## src/cncr_pkg.sv

```systemverilog
// Types and constants of the CAN node control responder.
package cncr_pkg;

   localparam int REQ_TDATA_W = 88;
   localparam int RSP_TDATA_W = 40;
   localparam int CSR_INDEX_W = 3;
   localparam int CSR_DATA_W  = 11;
   localparam int ERR_W       = 16;

   // event kinds on req_tuser
   localparam logic [1:0] MODE_CTRL   = 2'd0;
   localparam logic [1:0] MODE_POLL   = 2'd1;
   localparam logic [1:0] MODE_REPORT = 2'd2;

   // result actions on rsp_tuser
   localparam logic [2:0] ACT_RESET = 3'd1;
   localparam logic [2:0] ACT_STORE = 3'd2;
   localparam logic [2:0] ACT_BEAT  = 3'd3;
   localparam logic [2:0] ACT_ERROR = 3'd4;

   // heartbeat modes
   localparam logic [1:0] BEAT_OFF      = 2'd0;
   localparam logic [1:0] BEAT_ONCE     = 2'd1;
   localparam logic [1:0] BEAT_PERIODIC = 2'd2;

   // register indexes
   localparam logic [CSR_INDEX_W-1:0] CSR_NODE_CLASS = 3'd0;
   localparam logic [CSR_INDEX_W-1:0] CSR_BOOT_ID    = 3'd1;
   localparam logic [CSR_INDEX_W-1:0] CSR_VERSION    = 3'd2;
   localparam logic [CSR_INDEX_W-1:0] CSR_RESET_CMD  = 3'd3;
   localparam logic [CSR_INDEX_W-1:0] CSR_BEAT_CMD   = 3'd4;
   localparam logic [CSR_INDEX_W-1:0] CSR_IDCHG_CMD  = 3'd5;
   localparam logic [CSR_INDEX_W-1:0] CSR_ERR_ID     = 3'd6;
   localparam logic [CSR_INDEX_W-1:0] CSR_BEAT_TYPE  = 3'd7;

   // first member lands in the top bits, so frame_ident sits at bit 0
   typedef struct packed {
      logic             error_slot_free;
      logic             heartbeat_slot_free;
      logic [ERR_W-1:0] reported_code;
      logic [31:0]      now;
      logic [7:0]       data_second;
      logic [7:0]       data_first;
      logic [3:0]       frame_bytes;
      logic [10:0]      frame_ident;
   } req_type;

   localparam int REQ_FIELD_W = $bits(req_type);

   typedef struct packed {
      logic             last;
      logic [2:0]       action;
      logic [2:0]       current_node;
      logic [ERR_W-1:0] error_word;
      logic [3:0]       tx_bytes;
      logic [10:0]      tx_ident;
   } rsp_type;

   localparam int RSP_FIELD_W = 34;

   typedef struct packed {
      logic             push;
      logic             pop;
      logic [ERR_W-1:0] push_data;
   } errq_ctl_type;

   typedef struct packed {
      logic             empty;
      logic             full;
      logic [ERR_W-1:0] head_data;
   } errq_stat_type;

endpackage

```

## src/can_node_control_responder.sv

```systemverilog
// Top level of the CAN node control responder.
// Events enter on the req_ stream: req_tuser gives the kind (control frame,
// poll, error report), req_tdata the frame fields, time, reported code and slot flags.
// Results leave on the rsp_ stream: rsp_tuser is the action, rsp_tdata the
// frame to send and the node number in force, rsp_tlast marks the final
// result of an event. Control frames give at most one result, polls up to
// two (queued error first, then a due heartbeat); reports give none.
// An event passes an input register, then the decode and state update,
// then a two-entry result register, which it enters when the input register
// advances. One event is taken per cycle while each gives at most one result
// and rsp_tready is high; an event with two results holds the next event in
// the input register, since the result register must be down to its last
// result, and that one taken, before the next event is decoded.
// When rsp_tready is low, results wait in the result register and req_tready
// drops once the input register is also occupied.
// Reset empties both registers and the error FIFO, disarms the heartbeat,
// sets node number 1 and loads the register defaults. The user must write registers
// through csr_ only while no event is in flight; the block itself does not enforce this.
module can_node_control_responder import cncr_pkg::*; #(
   parameter int ERROR_DEPTH = 16
) (
   input  logic                   clock,
   input  logic                   reset,
   input  logic                   req_tvalid,
   output logic                   req_tready,
   // frame_ident, frame_bytes, data_first, data_second, now, reported_code,
   // heartbeat_slot_free, error_slot_free
   input  logic [REQ_TDATA_W-1:0] req_tdata,
   // mode
   input  logic [1:0]             req_tuser,
   output logic                   rsp_tvalid,
   input  logic                   rsp_tready,
   // tx_ident, tx_bytes, error_word, current_node
   output logic [RSP_TDATA_W-1:0] rsp_tdata,
   // action
   output logic [2:0]             rsp_tuser,
   output logic                   rsp_tlast,
   input  logic                   csr_we,
   input  logic [CSR_INDEX_W-1:0] csr_index,
   input  logic [CSR_DATA_W-1:0]  csr_wdata
);

   // configuration
   logic [5:0]  node_class_ff;
   logic [2:0]  version_length_ff;
   logic [2:0]  reset_command_ff;
   logic [2:0]  heartbeat_command_ff;
   logic [2:0]  id_change_command_ff;
   logic [10:0] error_frame_id_ff;
   logic [1:0]  heartbeat_type_ff;

   // node state
   logic [2:0]  node_ff;
   logic [1:0]  beat_mode_ff;
   logic [15:0] beat_period_ff;
   logic [31:0] beat_last_ff;

   // input register
   logic        stg_valid_ff;
   req_type     stg_ff;
   logic [1:0]  stg_mode_ff;

   // result register
   logic [1:0]  ob_cnt_ff;
   rsp_type     ob0_ff;
   rsp_type     ob1_ff;

   errq_ctl_type  errq_ctl;
   errq_stat_type errq_stat;

   logic        room;
   logic        advance;
   logic        rsp_pop;
   logic [5:0]  frame_class;
   logic [2:0]  frame_cmd;
   logic        ctrl_ok;
   logic        is_rst;
   logic        data_zero;
   logic        rst_hit;
   logic        beat_cmd;
   logic        beat_once_hit;
   logic        beat_per_hit;
   logic        idc_hit;
   logic        err_send;
   logic        beat_send;
   logic [31:0] elapsed;
   logic [3:0]  beat_len;
   rsp_type     err_res;
   rsp_type     beat_res;
   rsp_type     cmd_res;
   rsp_type     r0;
   rsp_type     r1;
   logic [1:0]  n_res;

   assign room       = (ob_cnt_ff == 2'd0) || ((ob_cnt_ff == 2'd1) && rsp_tready);
   assign advance    = stg_valid_ff && room;
   assign req_tready = !stg_valid_ff || advance;
   assign rsp_tvalid = (ob_cnt_ff != 2'd0);
   assign rsp_pop    = rsp_tvalid && rsp_tready;

   always_ff @(posedge clock) begin
      if (reset) begin
         stg_valid_ff <= 1'b0;
      end else if (req_tready) begin
         stg_valid_ff <= req_tvalid;
      end
   end

   always_ff @(posedge clock) begin
      if (req_tvalid && req_tready) begin
         stg_ff      <= req_type'(req_tdata[REQ_FIELD_W-1:0]);
         stg_mode_ff <= req_tuser;
      end
   end

   // frame decode
   always_comb begin
      frame_class = stg_ff.frame_ident[8:3];
      frame_cmd   = stg_ff.frame_ident[2:0];
      data_zero   = (stg_ff.data_first == 8'd0) && (stg_ff.data_second == 8'd0);
      ctrl_ok     = (stg_mode_ff == MODE_CTRL) && (stg_ff.frame_ident[10:9] == 2'b00)
                    && ((frame_class == 6'd0) || (frame_class == node_class_ff));
      is_rst      = (frame_cmd == reset_command_ff) && (stg_ff.frame_bytes == 4'd1);
      rst_hit     = ctrl_ok && is_rst
                    && ((stg_ff.data_first == 8'd0)
                        || (stg_ff.data_first == {5'd0, node_ff}));
      beat_cmd    = ctrl_ok && !is_rst && (frame_cmd == heartbeat_command_ff);
      beat_once_hit = beat_cmd && ((stg_ff.frame_bytes == 4'd0)
                                   || ((stg_ff.frame_bytes == 4'd2) && data_zero));
      beat_per_hit  = beat_cmd && (stg_ff.frame_bytes == 4'd2) && !data_zero;
      // a matching heartbeat code shadows the id change code
      idc_hit     = ctrl_ok && !is_rst && (frame_cmd != heartbeat_command_ff)
                    && (frame_cmd == id_change_command_ff)
                    && (stg_ff.frame_bytes == 4'd2)
                    && (stg_ff.data_first == {5'd0, node_ff})
                    && (stg_ff.data_second[7:3] == 5'd0)
                    && (stg_ff.data_second[2:0] != 3'd0);
   end

   // poll decode
   always_comb begin
      elapsed   = stg_ff.now - beat_last_ff;
      err_send  = (stg_mode_ff == MODE_POLL) && !errq_stat.empty
                  && stg_ff.error_slot_free;
      beat_send = (stg_mode_ff == MODE_POLL) && (beat_mode_ff != BEAT_OFF)
                  && stg_ff.heartbeat_slot_free && (elapsed >= {16'd0, beat_period_ff});
      if (version_length_ff < 3'd2) begin
         beat_len = 4'd2;
      end else if (version_length_ff > 3'd4) begin
         beat_len = 4'd4;
      end else begin
         beat_len = {1'b0, version_length_ff};
      end
   end

   always_comb begin
      err_res              = '0;
      err_res.action       = ACT_ERROR;
      err_res.tx_ident     = error_frame_id_ff;
      err_res.tx_bytes     = 4'd4;
      err_res.error_word   = errq_stat.head_data;
      err_res.current_node = node_ff;

      beat_res              = '0;
      beat_res.action       = ACT_BEAT;
      beat_res.tx_ident     = {heartbeat_type_ff, node_class_ff, node_ff};
      beat_res.tx_bytes     = (beat_mode_ff == BEAT_ONCE) ? beat_len : 4'd0;
      beat_res.current_node = node_ff;

      cmd_res              = '0;
      cmd_res.action       = rst_hit ? ACT_RESET : ACT_STORE;
      cmd_res.current_node = rst_hit ? node_ff : stg_ff.data_second[2:0];

      r0    = '0;
      r1    = beat_res;
      n_res = 2'd0;
      if (rst_hit || idc_hit) begin
         r0    = cmd_res;
         n_res = 2'd1;
      end else if (err_send) begin
         r0    = err_res;
         n_res = beat_send ? 2'd2 : 2'd1;
      end else if (beat_send) begin
         r0    = beat_res;
         n_res = 2'd1;
      end
      r0.last = (n_res == 2'd1);
      r1.last = 1'b1;
   end

   // result register
   always_ff @(posedge clock) begin
      if (reset) begin
         ob_cnt_ff <= 2'd0;
      end else if (advance) begin
         ob_cnt_ff <= n_res;
      end else if (rsp_pop) begin
         ob_cnt_ff <= ob_cnt_ff - 2'd1;
      end
   end

   always_ff @(posedge clock) begin
      if (advance) begin
         ob0_ff <= r0;
         ob1_ff <= r1;
      end else if (rsp_pop) begin
         ob0_ff <= ob1_ff;
      end
   end

   assign rsp_tdata = {{(RSP_TDATA_W - RSP_FIELD_W){1'b0}}, ob0_ff.current_node,
                       ob0_ff.error_word, ob0_ff.tx_bytes, ob0_ff.tx_ident};
   assign rsp_tuser = ob0_ff.action;
   assign rsp_tlast = ob0_ff.last;

   // error FIFO
   always_comb begin
      errq_ctl.push      = advance && (stg_mode_ff == MODE_REPORT) && !errq_stat.full;
      errq_ctl.pop       = advance && err_send;
      errq_ctl.push_data = stg_ff.reported_code;
   end

   cncr_errq #(
      .ERROR_DEPTH(ERROR_DEPTH)
   ) u_errq (
      .clock(clock),
      .reset(reset),
      .ctl  (errq_ctl),
      .stat (errq_stat)
   );

   // heartbeat state
   always_ff @(posedge clock) begin
      if (reset) begin
         beat_mode_ff   <= BEAT_OFF;
         beat_period_ff <= 16'd0;
         beat_last_ff   <= 32'd0;
      end else if (advance) begin
         if (beat_once_hit) begin
            beat_mode_ff   <= BEAT_ONCE;
            beat_period_ff <= 16'd0;
            beat_last_ff   <= stg_ff.now;
         end else if (beat_per_hit) begin
            beat_mode_ff   <= BEAT_PERIODIC;
            beat_period_ff <= {stg_ff.data_second, stg_ff.data_first};
            beat_last_ff   <= stg_ff.now;
         end else if (beat_send) begin
            if (beat_mode_ff == BEAT_ONCE) begin
               beat_mode_ff <= BEAT_OFF;
            end else begin
               beat_last_ff <= stg_ff.now;
            end
         end
      end
   end

   // node number and configuration registers
   always_ff @(posedge clock) begin
      if (reset) begin
         node_ff              <= 3'd1;
         node_class_ff        <= 6'd0;
         version_length_ff    <= 3'd2;
         reset_command_ff     <= 3'd0;
         heartbeat_command_ff <= 3'd1;
         id_change_command_ff <= 3'd2;
         error_frame_id_ff    <= 11'd0;
         heartbeat_type_ff    <= 2'd0;
      end else if (csr_we) begin
         case (csr_index)
            CSR_NODE_CLASS: node_class_ff <= csr_wdata[5:0];
            CSR_BOOT_ID:    node_ff <= (csr_wdata[2:0] == 3'd0) ? 3'd1 : csr_wdata[2:0];
            CSR_VERSION:    version_length_ff <= csr_wdata[2:0];
            CSR_RESET_CMD:  reset_command_ff <= csr_wdata[2:0];
            CSR_BEAT_CMD:   heartbeat_command_ff <= csr_wdata[2:0];
            CSR_IDCHG_CMD:  id_change_command_ff <= csr_wdata[2:0];
            CSR_ERR_ID:     error_frame_id_ff <= csr_wdata;
            CSR_BEAT_TYPE:  heartbeat_type_ff <= csr_wdata[1:0];
            default:        node_class_ff <= node_class_ff;
         endcase
      end else if (advance && idc_hit) begin
         node_ff <= stg_ff.data_second[2:0];
      end
   end

endmodule

```

## src/cncr_errq.sv

```systemverilog
// Error code FIFO with a registered head read.
module cncr_errq import cncr_pkg::*; #(
   parameter int ERROR_DEPTH = 16
) (
   input  logic          clock,
   input  logic          reset,
   input  errq_ctl_type  ctl,
   output errq_stat_type stat
);

   localparam int PTR_W = $clog2(ERROR_DEPTH);
   localparam int CNT_W = $clog2(ERROR_DEPTH + 1);
   localparam logic [PTR_W-1:0] LAST_SLOT = PTR_W'(ERROR_DEPTH - 1);
   localparam logic [CNT_W-1:0] FULL_CNT  = CNT_W'(ERROR_DEPTH);

   logic [ERR_W-1:0] mem [ERROR_DEPTH];

   logic [PTR_W-1:0] head_ff, head_in;
   logic [PTR_W-1:0] tail_ff, tail_in;
   logic [CNT_W-1:0] count_ff, count_in;
   logic [ERR_W-1:0] head_data_ff;

   always_comb begin
      head_in  = head_ff;
      tail_in  = tail_ff;
      count_in = count_ff;
      if (ctl.pop) begin
         head_in = (head_ff == LAST_SLOT) ? '0 : head_ff + 1'b1;
      end
      if (ctl.push) begin
         tail_in = (tail_ff == LAST_SLOT) ? '0 : tail_ff + 1'b1;
      end
      case ({ctl.push, ctl.pop})
         2'b10:   count_in = count_ff + 1'b1;
         2'b01:   count_in = count_ff - 1'b1;
         default: count_in = count_ff;
      endcase
   end

   always_ff @(posedge clock) begin
      if (reset) begin
         head_ff  <= '0;
         tail_ff  <= '0;
         count_ff <= '0;
      end else begin
         head_ff  <= head_in;
         tail_ff  <= tail_in;
         count_ff <= count_in;
      end
   end

   // head word is prefetched; a push into the slot about to be the head is forwarded
   always_ff @(posedge clock) begin
      if (ctl.push) begin
         mem[tail_ff] <= ctl.push_data;
      end
      if (ctl.push && (tail_ff == head_in)) begin
         head_data_ff <= ctl.push_data;
      end else begin
         head_data_ff <= mem[head_in];
      end
   end

   assign stat.empty     = (count_ff == '0);
   assign stat.full      = (count_ff == FULL_CNT);
   assign stat.head_data = head_data_ff;

endmodule

```

## config.mk

```make
export PLATFORM = sky130hd
export DESIGN_NAME = can_node_control_responder
export DESIGN_NICKNAME = d
export VERILOG_FILES = /design/src/cncr_pkg.sv /design/src/can_node_control_responder.sv /design/src/cncr_errq.sv
export SDC_FILE = /design/constraint.sdc
export NUM_CORES = 1
export LEC_CHECK = 0
export ABC_AREA = 1
export BUFFER_PORTS_ARGS = -buffer_cell sky130_fd_sc_hd__buf_2
export CAP_MARGIN = 10
export CORE_ASPECT_RATIO = 1.2
export CORE_MARGIN = 3
export CORE_UTILIZATION = 45
export DETAILED_ROUTE_END_ITERATION = 8
export PLACE_DENSITY = 0.64
export REMOVE_ABC_BUFFERS = 1
export SKIP_CTS_REPAIR_TIMING = 1
export SYNTH_ARGS = -nofsm -noshare
export SYNTH_HDL_FRONTEND = slang
export SYNTH_HIERARCHICAL = 1
export SYNTH_SLANG_ARGS = --single-unit
```

## constraint.sdc

```tcl
create_clock -name clock -period 3.9 [get_ports clock]
set_clock_uncertainty 0.15 [all_clocks]
set_input_delay 0.78 -clock clock [delete_from_list [all_inputs] [get_ports clock]]
set_output_delay 0.78 -clock clock [all_outputs]
set_load 0.05 [all_outputs]
```

==> results of run 1 <==
[layout by cell type (no fill, tap or decap), types with 14 or more instances in the layout]
master                      Yosys  final
sky130_fd_sc_hd__buf_4         10     50
sky130_fd_sc_hd__buf_2         28    140
sky130_fd_sc_hd__clkinv_2       0     15
sky130_fd_sc_hd__xor2_1        23     18
sky130_fd_sc_hd__ha_4           0     14
sky130_fd_sc_hd__nand4_1       17     17
sky130_fd_sc_hd__nor2_2        11     16
sky130_fd_sc_hd__o21ai_0      111    109
sky130_fd_sc_hd__nand3_1      177    172
sky130_fd_sc_hd__dfxtp_1      104     98
sky130_fd_sc_hd__inv_1        394    384
sky130_fd_sc_hd__o211ai_1      67     67
sky130_fd_sc_hd__nand2_2       39     60
sky130_fd_sc_hd__a21oi_2       30     33
sky130_fd_sc_hd__nor2_1       178    171
sky130_fd_sc_hd__nor3_1        17     17
sky130_fd_sc_hd__edfxtp_1     390    390
sky130_fd_sc_hd__nand2_1      475    447
sky130_fd_sc_hd__clkbuf_16      0     53
sky130_fd_sc_hd__a21oi_1      126    123
sky130_fd_sc_hd__ha_1          60     44
sky130_fd_sc_hd__inv_2          4     14
[state kept, by name (all words and copies together) (netlist names), 2 cells and up, named ones only]
name / cells
errq_ctl: 16
ob_cnt_ff: 2
version_length_ff: 3
id_change_command_ff: 3
beat_mode_ff: 2
ob1_ff: 14
heartbeat_type_ff: 2
stg_ff: 56
rsp_tuser: 3
node_class_ff: 6
node_ff: 3
error_frame_id_ff: 11
beat_last_ff: 32
u_errq/mem: 256
stg_mode_ff: 2
u_errq/head_ff: 4
rsp_tdata: 33
frame_cmd: 3
beat_period_ff: 16
heartbeat_command_ff: 3
u_errq/count_ff: 5
u_errq/tail_ff: 4
frame_class: 6
reset_command_ff: 3
[routing by layer]
| layer | track usage (%) | routed length [um] |
|---|---|---|
| met5 | 0 | 0 |
| met4 | 7.26 | 1630 |
| met3 | 2.67 | 2340 |
| met2 | 34.3 | 26700 |
| met1 | 24.4 | 22600 |
[power groups by stage]
stage	clock [mW]	combinational, mW	sequential [mW]
after floorplan	0	0.865	6.92
after global placement	0	1.97	6.45
after detailed placement	0	2.00	6.46
after CTS	5.21	2.01	6.35
after global routing	5.42	2.27	6.39
final	5.08	2.07	6.35
[cell families after synthesis]
| logic type | count (synthesis) | synth area share (%) |
|---|---|---|
| adder cells (fa/ha/maj) | 61 | 3.34 |
| AND/OR/NAND/NOR | 942 | 17.6 |
| XOR/XNOR | 32 | 1.21 |
| AO/OA/AOI/OAI | 358 | 9.21 |
| buffers and inverters | 490 | 8.88 |
| other | 1 | 0.0162 |
| flip-flops | 494 | 59.8 |
[worst max-delay path by stage]
stage                                    start                            to  slack (ps)  cells past startpoint
final                     stg_ff[33]$_DFFE_PP_  beat_last_ff[4]$_SDFFE_PP0P_         150                     24
after global placement    stg_ff[41]$_DFFE_PP_    rsp_tuser[1]$_SDFFCE_PN1P_         -20                     24
after floorplan                           flop   rsp_tdata[15]$_SDFFCE_PP0P_       -1330                      6
after global routing      stg_ff[33]$_DFFE_PP_  beat_last_ff[4]$_SDFFE_PP0P_        -120                     24
after detailed placement  stg_ff[41]$_DFFE_PP_    rsp_tuser[1]$_SDFFCE_PN1P_         -90                     23
after CTS                 stg_ff[41]$_DFFE_PP_    rsp_tuser[1]$_SDFFCE_PN1P_         -60                     23
[Yosys cell counts, types with 2 or more instances]
master	instances
sky130_fd_sc_hd__a211oi_1	2
sky130_fd_sc_hd__a21oi_1	126
sky130_fd_sc_hd__a21oi_2	30
sky130_fd_sc_hd__a22o_1	2
sky130_fd_sc_hd__a22oi_1	3
sky130_fd_sc_hd__a31oi_1	3
sky130_fd_sc_hd__and2_1	7
sky130_fd_sc_hd__buf_1	7
sky130_fd_sc_hd__buf_12	3
sky130_fd_sc_hd__buf_2	28
sky130_fd_sc_hd__buf_4	10
sky130_fd_sc_hd__buf_6	12
sky130_fd_sc_hd__clkbuf_1	31
sky130_fd_sc_hd__dfxtp_1	104
sky130_fd_sc_hd__edfxtp_1	390
sky130_fd_sc_hd__ha_1	60
sky130_fd_sc_hd__inv_1	394
sky130_fd_sc_hd__inv_2	4
sky130_fd_sc_hd__nand2_1	475
sky130_fd_sc_hd__nand2_2	39
sky130_fd_sc_hd__nand2_4	2
sky130_fd_sc_hd__nand3_1	177
sky130_fd_sc_hd__nand3_2	2
sky130_fd_sc_hd__nand3b_1	4
sky130_fd_sc_hd__nand4_1	17
sky130_fd_sc_hd__nor2_1	178
sky130_fd_sc_hd__nor2_2	11
sky130_fd_sc_hd__nor3_1	17
sky130_fd_sc_hd__nor3_2	2
sky130_fd_sc_hd__nor4_1	5
sky130_fd_sc_hd__o211ai_1	67
sky130_fd_sc_hd__o21a_1	3
sky130_fd_sc_hd__o21ai_0	111
sky130_fd_sc_hd__o21ai_1	2
sky130_fd_sc_hd__o21bai_1	8
sky130_fd_sc_hd__or2_2	2
sky130_fd_sc_hd__xnor2_1	9
sky130_fd_sc_hd__xor2_1	23
[stage by stage]
step	TNS (ps)	hold WS [ps]	setup slack [ps]	utilization, %
finish	0	190	145	53.4
global route	-3810	171	-116	53.4
CTS	-65.3	152	-57.0	52.2
detailed placement	-210	276	-90.6	48.6
global placement	-22.7	261	-22.7	48.6
floorplan	-214770	258	-1330	-
[critical path, stage by stage, from the launching register on]
cell	delay, ps
sky130_fd_sc_hd__edfxtp_1	430
sky130_fd_sc_hd__ha_4	330
sky130_fd_sc_hd__nand2_1	80
sky130_fd_sc_hd__nor2_2	140
sky130_fd_sc_hd__nand2_1	70
sky130_fd_sc_hd__nand3_2	110
sky130_fd_sc_hd__nand2_1	80
sky130_fd_sc_hd__nand2_2	100
sky130_fd_sc_hd__xor2_1	180
sky130_fd_sc_hd__ha_1	270
sky130_fd_sc_hd__a21oi_1	150
sky130_fd_sc_hd__nor3_1	60
sky130_fd_sc_hd__a211oi_2	230
sky130_fd_sc_hd__nand3_2	110
sky130_fd_sc_hd__nor2_1	120
sky130_fd_sc_hd__nand2_1	60
sky130_fd_sc_hd__nor2_1	100
sky130_fd_sc_hd__nand2_1	120
sky130_fd_sc_hd__nand2_2	130
sky130_fd_sc_hd__buf_6	130
sky130_fd_sc_hd__nand2_8	60
sky130_fd_sc_hd__nand2_8	120
sky130_fd_sc_hd__clkbuf_16	180
sky130_fd_sc_hd__nand2_2	50
sky130_fd_sc_hd__a21oi_2	100
[final cells by class]
cell class | count | share of cell area, %
Sequential cell | 494 | 51.3
Multi-Input combinational cell | 1400 | 28.6
Clock buffer | 61 | 5.07
Inverter | 399 | 5.57
Tap cell | 644 | 2.99
Clock inverter | 33 | 1.57
Timing Repair Buffer | 203 | 4.90
==> results.json, run 1 <==
{
  "post_layout_nets": 2718,
  "initial_antenna_violation_count": 0,
  "place_congestion": 0.876,
  "power.switching_mw": 3.77,
  "critPathCaptureType": "flop",
  "regArea_sq_um": 13800,
  "grt_start_max_net_pins": 93,
  "crit-reg2reg-launch": "stg_ff[33]$_DFFE_PP_",
  "layout_fillers": 4465,
  "detail_route.wirelength_um": 53300,
  "p_seq_share_pct": 47.0,
  "clk-insertion-delay-late_ps": 610,
  "timing.rr.end": "beat_last_ff[4]$_SDFFE_PP0P_",
  "power.total_mw": 13.5,
  "synth.ff_latch_count": 494,
  "io_pins": 155,
  "worst_hold_path.endpoint": "stg_mode_ff[1]$_DFFE_PP_",
  "timing.fmax_ghz": 0.266,
  "avgViaCountPerCell": 5.06,
  "post_synth_arst_share_pct": 0,
  "grt_pass1_vias": 15900,
  "ratio_of_final_minimum_period_to_clock_period_pct": 96.3,
  "combined_area_of_all_synthesized_cells_sq_um": 23100,
  "number_of_vias_after_detailed_routing": 16400,
  "start_util_pct": 45.8,
  "globalRoute.totalOverflow": 0,
  "timing.critical_path.from_type": "flop",
  "vdd_ir_drop_max_mv": 0.394,
  "htree_num_levels": 2,
  "finalWorstPathRequiredPeriod_ps": 3750,
  "hpwlAfterDp_um": 34200,
  "synth-seq-area-share_pct": 59.8,
  "post_drt_wl_per_cell_um": 16.5,
  "worstHoldPathCells": 1,
  "worst_hold_startpoint": "req_tuser[1]",
  "final-max-slew-violation-count": 0,
  "maxSlewHeadroom_pct": 38.0,
  "clock_sink_count": 494,
  "hold_viol_final": 0,
  "synth.top_cell.area_share_pct": 50.7,
  "predominant_post_synthesis_flop_cell": "sky130_fd_sc_hd__edfxtp_1",
  "cells_after_synthesis": 2378,
  "rsz0062_at_grt": "yes",
  "yosys.area.top_type": "sky130_fd_sc_hd__edfxtp_1",
  "postSynthAreaPerCell_sq_um": 9.71,
  "port_buffers": 140,
  "status": "finished, final reports clean",
  "row_count": 90,
  "drt.antenna.violating_nets": 0,
  "synth_edf_count": 390,
  "top_cells_by_area_synth": "sky130_fd_sc_hd__edfxtp_1, sky130_fd_sc_hd__dfxtp_1, sky130_fd_sc_hd__nand2_1",
  "antenna_cells_inserted": 0,
  "worst_pin_slew_ps": 931,
  "worst-setup-path-type": "reg -> reg",
  "grt_pass1_wl_um": 82400,
  "cts_buffer_depth": 3,
  "power_density_nw_per_um2": 502,
  "total_area_of_multi_input_combinational_cells_sq_um": 7700,
  "p_int_mw": 9.73,
  "crit_path_max_fanout": 6,
  "fraction_of_final_layout_cells_sized_beyond_drive_strength_1_pct": 18.3,
  "worst_ep_arrival_time_ps": 4120,
  "worstHoldPathType": "in -> reg",
  "gr-usage-all-layers_pct": 19.5,
  "drcViolationCount": 0,
  "maxCapViolCount": 0,
  "yosys.cell_types.count": 46,
  "postPlaceCellArea_sq_um": 24500,
  "report.final.setup_viol": 0,
  "die-height_um": 254,
  "final_cell_area_sq_um": 26900,
  "worstRegToRegCells": 24,
  "p_clk_share_pct": 37.6,
  "synth.yosys.warnings": 6,
  "netSwitchingFraction_pct": 27.9,
  "required_ps": 4260,
  "static-leakage-power_nw": 10.8,
  "die_width_um": 213,
  "share_comb_of_total_power_pct": 15.4,
  "die_footprint_sq_um": 54100,
  "post-place-cells": 3127,
  "post_route_insts_no_fill": 3234,
  "dr.pass1.iters": 5,
  "tritoncts": "done",
  "worst_setup_hold_path_clk_slew_ps": 60,
  "cts_buffers": 50,
  "floorplan.core_area_sq_um": 50400,
  "reg2reg_slack_ps": 150,
  "area_growth_syn_to_layout_pct": 16.6,
  "first_iter_violations": 892,
  "root_buffer": "sky130_fd_sc_hd__clkbuf_16"
}
No activity file was read; power rests on OpenSTA's default activity.
==> run 2, diff against run 1 <==
CTS_BUF_LIST = sky130_fd_sc_hd__clkbuf_16   (was unset)
==> run 2 against run 1 <==
Sequential power about the same. Via count down 0.19%. Largest power group unchanged. Fmax up 0.12%.
==> results.json, run 2 (same netlist as run 1, synthesis figures left out) <==
{
  "post_drt_wl_per_cell_um": 16.5,
  "worst-setup-path-type": "reg -> reg",
  "static-leakage-power_nw": 10.8,
  "timing.fmax_ghz": 0.267,
  "worst_hold_path.endpoint": "stg_mode_ff[1]$_DFFE_PP_",
  "detail_route.wirelength_um": 53400,
  "place_congestion": 0.876,
  "grt_start_max_net_pins": 93,
  "hpwlAfterDp_um": 34200,
  "area_growth_syn_to_layout_pct": 16.5,
  "drt.antenna.violating_nets": 0,
  "totalNegativeSetupSlack_ps": 0,
  "ratio_of_final_minimum_period_to_clock_period_pct": 96.2,
  "antenna_cells_inserted": 0,
  "floorplan.core_area_sq_um": 50400,
  "root_buffer": "sky130_fd_sc_hd__clkbuf_16",
  "vdd_ir_drop_max_mv": 0.386,
  "reg2reg_slack_ps": 150,
  "timing.rr.end": "beat_last_ff[4]$_SDFFE_PP0P_",
  "flip_flop_count_of_the_largest_register_all_copies_and_words_added": 256,
  "hold_viol_final": 0,
  "tritoncts": "done",
  "finalWorstPathRequiredPeriod_ps": 3750,
  "status": "finished, final reports clean",
  "report.final.setup_viol": 0,
  "die_footprint_sq_um": 54100,
  "power_density_nw_per_um2": 498,
  "maxSlewHeadroom_pct": 38.3,
  "crit_path_max_fanout": 6,
  "worst_hold_startpoint": "req_tuser[1]",
  "first_iter_violations": 942,
  "layout_fillers": 4471,
  "timing.critical_path.from_type": "flop",
  "grt_pass1_vias": 15900,
  "initial_antenna_violation_count": 0,
  "die-height_um": 254,
  "worst_pin_slew_ps": 925,
  "worst_ep_arrival_time_ps": 4120,
  "drcViolationCount": 0,
  "required_ps": 4270,
  "cts_buffer_depth": 3,
  "cts_buffers": 50,
  "maxCapViolCount": 0,
  "dr.pass1.iters": 5,
  "start_util_pct": 45.8,
  "number_of_vias_after_detailed_routing": 16300,
  "htree_num_levels": 2,
  "rsz0062_at_grt": "yes",
  "fin_util_pct": 53.3,
  "mostFrequentLayoutCells": "sky130_fd_sc_hd__nand2_1, sky130_fd_sc_hd__edfxtp_1, sky130_fd_sc_hd__inv_1",
  "io_pins": 155,
  "registers.top_by_ff_count": "u_errq/mem",
  "final-max-slew-violation-count": 0,
  "fraction_of_final_layout_cells_sized_beyond_drive_strength_1_pct": 18.1,
  "worst_hold_margin_ps": 189,
  "die_width_um": 213,
  "layout.cells.most_common": "sky130_fd_sc_hd__nand2_1",
  "globalRoute.totalOverflow": 0,
  "port_buffers": 140,
  "worstHoldPathType": "in -> reg",
  "clk-insertion-delay-late_ps": 610,
  "critPathCaptureType": "flop",
  "post_layout_nets": 2719,
  "gr-usage-all-layers_pct": 19.4,
  "crit-reg2reg-launch": "stg_ff[35]$_DFFE_PP_",
  "avgViaCountPerCell": 5.05,
  "row_count": 90,
  "clock_sink_count": 494,
  "worst_setup_hold_path_clk_slew_ps": 60,
  "worstRegToRegCells": 27,
  "worstHoldPathCells": 1,
  "grt_pass1_wl_um": 82300
}
==> run 2: worst max path at each step <==
stage                                   endpoint  slack (ps)  cells past startpoint            startpoint
floorplan            rsp_tdata[15]$_SDFFCE_PP0P_       -1330                      6                  flop
global placement      rsp_tuser[1]$_SDFFCE_PN1P_         -20                     24  stg_ff[41]$_DFFE_PP_
detailed placement    rsp_tuser[1]$_SDFFCE_PN1P_         -90                     23  stg_ff[41]$_DFFE_PP_
CTS                   rsp_tuser[1]$_SDFFCE_PN1P_         -60                     23  stg_ff[41]$_DFFE_PP_
global route        beat_last_ff[0]$_SDFFE_PP0P_        -130                     24  stg_ff[33]$_DFFE_PP_
finish              beat_last_ff[4]$_SDFFE_PP0P_         150                     27  stg_ff[35]$_DFFE_PP_
==> run 2: stage by stage <==
| stage | instances | cell area (sq um) | power [mW] | setup slack, ps |
|---|---|---|---|---|
| 3_5_place_dp | 3127 | 24500 | 8.46 | -90.6 |
| 6_report | 3235 | 26900 | 13.4 | 150 |
| 2_1_floorplan | 2293 | 22600 | 7.79 | -1330 |
| 3_3_place_gp | 3127 | 24500 | 8.42 | -22.7 |
| 5_1_grt | 3235 | 26900 | 14.0 | -129 |
| 4_1_cts | 3221 | 26300 | 13.5 | -57.0 |
==> run 2: cell type report <==
type                    count  area [sq um]  share of cell area, %
inverters                 399          1500                   5.58
multi-input cells        1400          7710                   28.7
clock buffers              51          1280                   4.75
clock inverters            43           459                   1.71
flip-flops and latches    494         13800                   51.4
well taps                 644           806                   3.00
repair buffers            204          1330                   4.94
==> run 2: power by group <==
| part | internal (mW) | leakage, nW | switching, mW |
|---|---|---|---|
| clock network | 2.93 | 0.858 | 2.04 |
| logic | 0.564 | 5.45 | 1.51 |
| registers | 6.13 | 4.45 | 0.222 |
| total | 9.62 | 10.8 | 3.78 |
==> run 2: critical path, cell delays in order, from the launching register on <==
cell and delay (ps):
sky130_fd_sc_hd__edfxtp_1 440, sky130_fd_sc_hd__ha_4 330, sky130_fd_sc_hd__nand2_4 70, sky130_fd_sc_hd__nor2_1 180
sky130_fd_sc_hd__nand2_2 100, sky130_fd_sc_hd__nand2_4 90, sky130_fd_sc_hd__xor2_2 160, sky130_fd_sc_hd__ha_1 280
sky130_fd_sc_hd__nand2_1 80, sky130_fd_sc_hd__inv_1 40, sky130_fd_sc_hd__nor2_1 90, sky130_fd_sc_hd__o21a_1 130
sky130_fd_sc_hd__nand2_1 70, sky130_fd_sc_hd__nand2_1 70, sky130_fd_sc_hd__nand2_1 70, sky130_fd_sc_hd__nand2_2 70
sky130_fd_sc_hd__nand3_2 90, sky130_fd_sc_hd__nor2_1 120, sky130_fd_sc_hd__nand2_1 60, sky130_fd_sc_hd__nor2_1 100
sky130_fd_sc_hd__nand2_1 110, sky130_fd_sc_hd__nand2_2 120, sky130_fd_sc_hd__buf_6 120, sky130_fd_sc_hd__nand2_8 60
sky130_fd_sc_hd__nand2_8 120, sky130_fd_sc_hd__clkbuf_16 180, sky130_fd_sc_hd__nand2_2 50, sky130_fd_sc_hd__a21oi_2 100
==> run 2: routing by layer <==
metal / share of wire [%] / vias up / track usage, %
met4: 3.0 / 0 / 7.19
met5: 0 / - / 0
met1: 43 / 7676 / 24.4
li1: - / 8200 / -
met3: 4.3 / 95 / 2.67
met2: 50 / 376 / 34.3
==> run 3, diff against run 2 <==
CTS_BUF_LIST = sky130_fd_sc_hd__clkbuf_8   (was sky130_fd_sc_hd__clkbuf_16)
==> run 3 against run 2 <==
Design area down 0.30%. Die area is the same. Critical path depth down 3. Flip-flop and latch count unchanged. Critical endpoint is now beat_last_ff[8]$_SDFFE_PP0P_.
==> results.json, run 3 (same netlist as run 1, synthesis figures left out) <==
{
  "layout.cells.most_common": "sky130_fd_sc_hd__nand2_1",
  "power.total_mw": 12.8,
  "worst_hold_startpoint": "req_tdata[69]",
  "rsz0062_at_grt": "yes",
  "drcViolationCount": 0,
  "post_drt_wl_per_cell_um": 16.5,
  "die_footprint_sq_um": 54100,
  "area_growth_syn_to_layout_pct": 16.1,
  "critPathLaunch": "stg_ff[34]$_DFFE_PP_",
  "layout_fillers": 4524,
  "netSwitchingFraction_pct": 30.2,
  "vdd_ir_drop_max_mv": 0.330,
  "totalNegativeSetupSlack_ps": 0,
  "root_buffer": "sky130_fd_sc_hd__clkbuf_8",
  "final-max-slew-violation-count": 0,
  "critical_path_s_top_delay_family": "simple AND/OR/NAND/NOR gates",
  "hold_viol_final": 0,
  "status": "finished, final reports clean",
  "grt_pass1_wl_um": 83400,
  "grt_start_max_net_pins": 93,
  "peak_per_stage_delay_on_the_critical_path_ps": 440,
  "dr.pass1.iters": 5,
  "fraction_of_final_layout_cells_sized_beyond_drive_strength_1_pct": 19.1,
  "worst_setup_hold_path_clk_slew_ps": 60,
  "static-leakage-power_nw": 10.8,
  "maxCapViolCount": 0,
  "p_clk_share_pct": 33.7,
  "p_seq_share_pct": 49.8,
  "clk-insertion-delay-late_ps": 680,
  "grt_pass1_vias": 16200,
  "cts_buffer_depth": 3,
  "crit_path_max_fanout": 6,
  "place_congestion": 0.876,
  "row_count": 90,
  "worstHoldPathType": "in -> reg",
  "worst_path_most_repeated_cell": "sky130_fd_sc_hd__nand2_1",
  "floorplan.core_area_sq_um": 50400,
  "flip_flop_count_of_the_largest_register_all_copies_and_words_added": 256,
  "critical_path.cell_chain": "ha_4 -> buf_4 -> nand2_1 -> nand2_2 -> or2_4 -> nand2_1 -> nand3_2 -> xor2_2 -> ha_1 -> a21oi_1 -> nor3_1 -> a211oi_2 -> nand3_2 -> nor2_1 -> nand2_1 -> nor2_1 -> nand2_1 -> nand2_2 -> buf_6 -> nand2_8 -> nand2_8 -> clkbuf_16 -> nand2_4 -> a21oi_2",
  "tritoncts": "done",
  "io_pins": 155,
  "timing.critical_path.from_type": "flop",
  "globalRoute.totalOverflow": 0,
  "mostFrequentLayoutCells": "sky130_fd_sc_hd__nand2_1, sky130_fd_sc_hd__inv_1, sky130_fd_sc_hd__edfxtp_1",
  "ratio_of_final_minimum_period_to_clock_period_pct": 97.9,
  "crit-reg2reg-launch": "stg_ff[34]$_DFFE_PP_",
  "clock_sink_count": 494,
  "detail_route.wirelength_um": 54200,
  "fin_util_pct": 53.1,
  "power_density_nw_per_um2": 476,
  "drt.antenna.violating_nets": 0,
  "hpwlAfterDp_um": 34200,
  "number_of_vias_after_detailed_routing": 16600,
  "avgViaCountPerCell": 5.05,
  "critPathBufInv": 3,
  "gr-usage-all-layers_pct": 19.8,
  "start_util_pct": 45.8,
  "maxSlewHeadroom_pct": 38.3,
  "worst_path_max_delay_cell": "sky130_fd_sc_hd__edfxtp_1",
  "required_ps": 4330,
  "critPathCaptureType": "flop",
  "first_iter_violations": 898,
  "timing.fmax_ghz": 0.262,
  "die_width_um": 213,
  "cts_buffers": 80,
  "worst_ep_arrival_time_ps": 4250,
  "finalWorstPathRequiredPeriod_ps": 3820,
  "p_int_mw": 8.91,
  "worst_hold_margin_ps": 129,
  "power.switching_mw": 3.85,
  "htree_num_levels": 3,
  "share_comb_of_total_power_pct": 16.5,
  "report.final.setup_viol": 0,
  "initial_antenna_violation_count": 1,
  "port_buffers": 140,
  "post_layout_nets": 2753,
  "worst-setup-path-type": "reg -> reg",
  "die-height_um": 254,
  "registers.top_by_ff_count": "u_errq/mem",
  "worst_pin_slew_ps": 924
}
==> run 3: cell types whose count changed in the layout (fill, tap and decap cells not counted), sizes merged, moves of 3 or more <==
cell	delta
buf	+4
bufinv	-6
clkbuf	+35
clkinv	+3
clkinvlp	-5
inv	+27
==> run 3: worst paths after layout <==
path,end,slack (ps),depth (start not counted)
worst max-delay path,beat_last_ff[8]$_SDFFE_PP0P_,80,24
worst min-delay path,errq_ctl[6]$_DFFE_PP_,130,1
worst max register to register,beat_last_ff[8]$_SDFFE_PP0P_,80,24
worst min register to register,ob1_ff[3]$_DFFE_PP_,290,0
==> run 3: routing by layer <==
metal	GRT usage, %	share of wire [%]	vias up
met5	0	0	-
met4	8.63	3.1	0
met3	3.43	4.7	107
met2	34.0	50	376
met1	24.6	42	7854
li1	-	-	8286
==> run 3: power by group through the flow <==
| stage | clock network (mW) | logic [mW] | registers (mW) |
|---|---|---|---|
| CTS | 4.45 | 2.01 | 6.36 |
| global placement | 0 | 1.97 | 6.45 |
| global route | 4.68 | 2.30 | 6.40 |
| detailed placement | 0 | 2.00 | 6.46 |
| floorplan | 0 | 0.865 | 6.92 |
| finish | 4.30 | 2.10 | 6.36 |
==> run 3: metrics by stage <==
stage,setup WS (ps),std cells,area [sq um]
detailed placement,-90.6,3127,24500
global route,-112,3294,26800
CTS,-74.0,3275,26100
global placement,-22.7,3127,24500
floorplan,-1330,2293,22600
finish,80.2,3294,26800
==> run 3: layout make-up <==
class	count	area [sq um]	share of cell area, %
tap	644	806	3.01
clock buffer	86	1180	4.42
sequential	494	13800	51.5
antenna	1	2.50	0.00934
inverter	399	1500	5.60
timing repair buffer	208	1350	5.05
multi-input combinational	1400	7780	29.0
clock inverter	62	363	1.35
==> run 3: worst reg2reg max path: stages, from the launching register on <==
cell and delay (ps):
sky130_fd_sc_hd__edfxtp_1 440, sky130_fd_sc_hd__ha_4 290, sky130_fd_sc_hd__buf_4 140, sky130_fd_sc_hd__nand2_1 70
sky130_fd_sc_hd__nand2_2 70, sky130_fd_sc_hd__or2_4 280, sky130_fd_sc_hd__nand2_1 80, sky130_fd_sc_hd__nand3_2 90
sky130_fd_sc_hd__xor2_2 160, sky130_fd_sc_hd__ha_1 180, sky130_fd_sc_hd__a21oi_1 140, sky130_fd_sc_hd__nor3_1 60
sky130_fd_sc_hd__a211oi_2 240, sky130_fd_sc_hd__nand3_2 120, sky130_fd_sc_hd__nor2_1 140, sky130_fd_sc_hd__nand2_1 80
sky130_fd_sc_hd__nor2_1 110, sky130_fd_sc_hd__nand2_1 120, sky130_fd_sc_hd__nand2_2 130, sky130_fd_sc_hd__buf_6 130
sky130_fd_sc_hd__nand2_8 70, sky130_fd_sc_hd__nand2_8 130, sky130_fd_sc_hd__clkbuf_16 190, sky130_fd_sc_hd__nand2_4 50
sky130_fd_sc_hd__a21oi_2 110
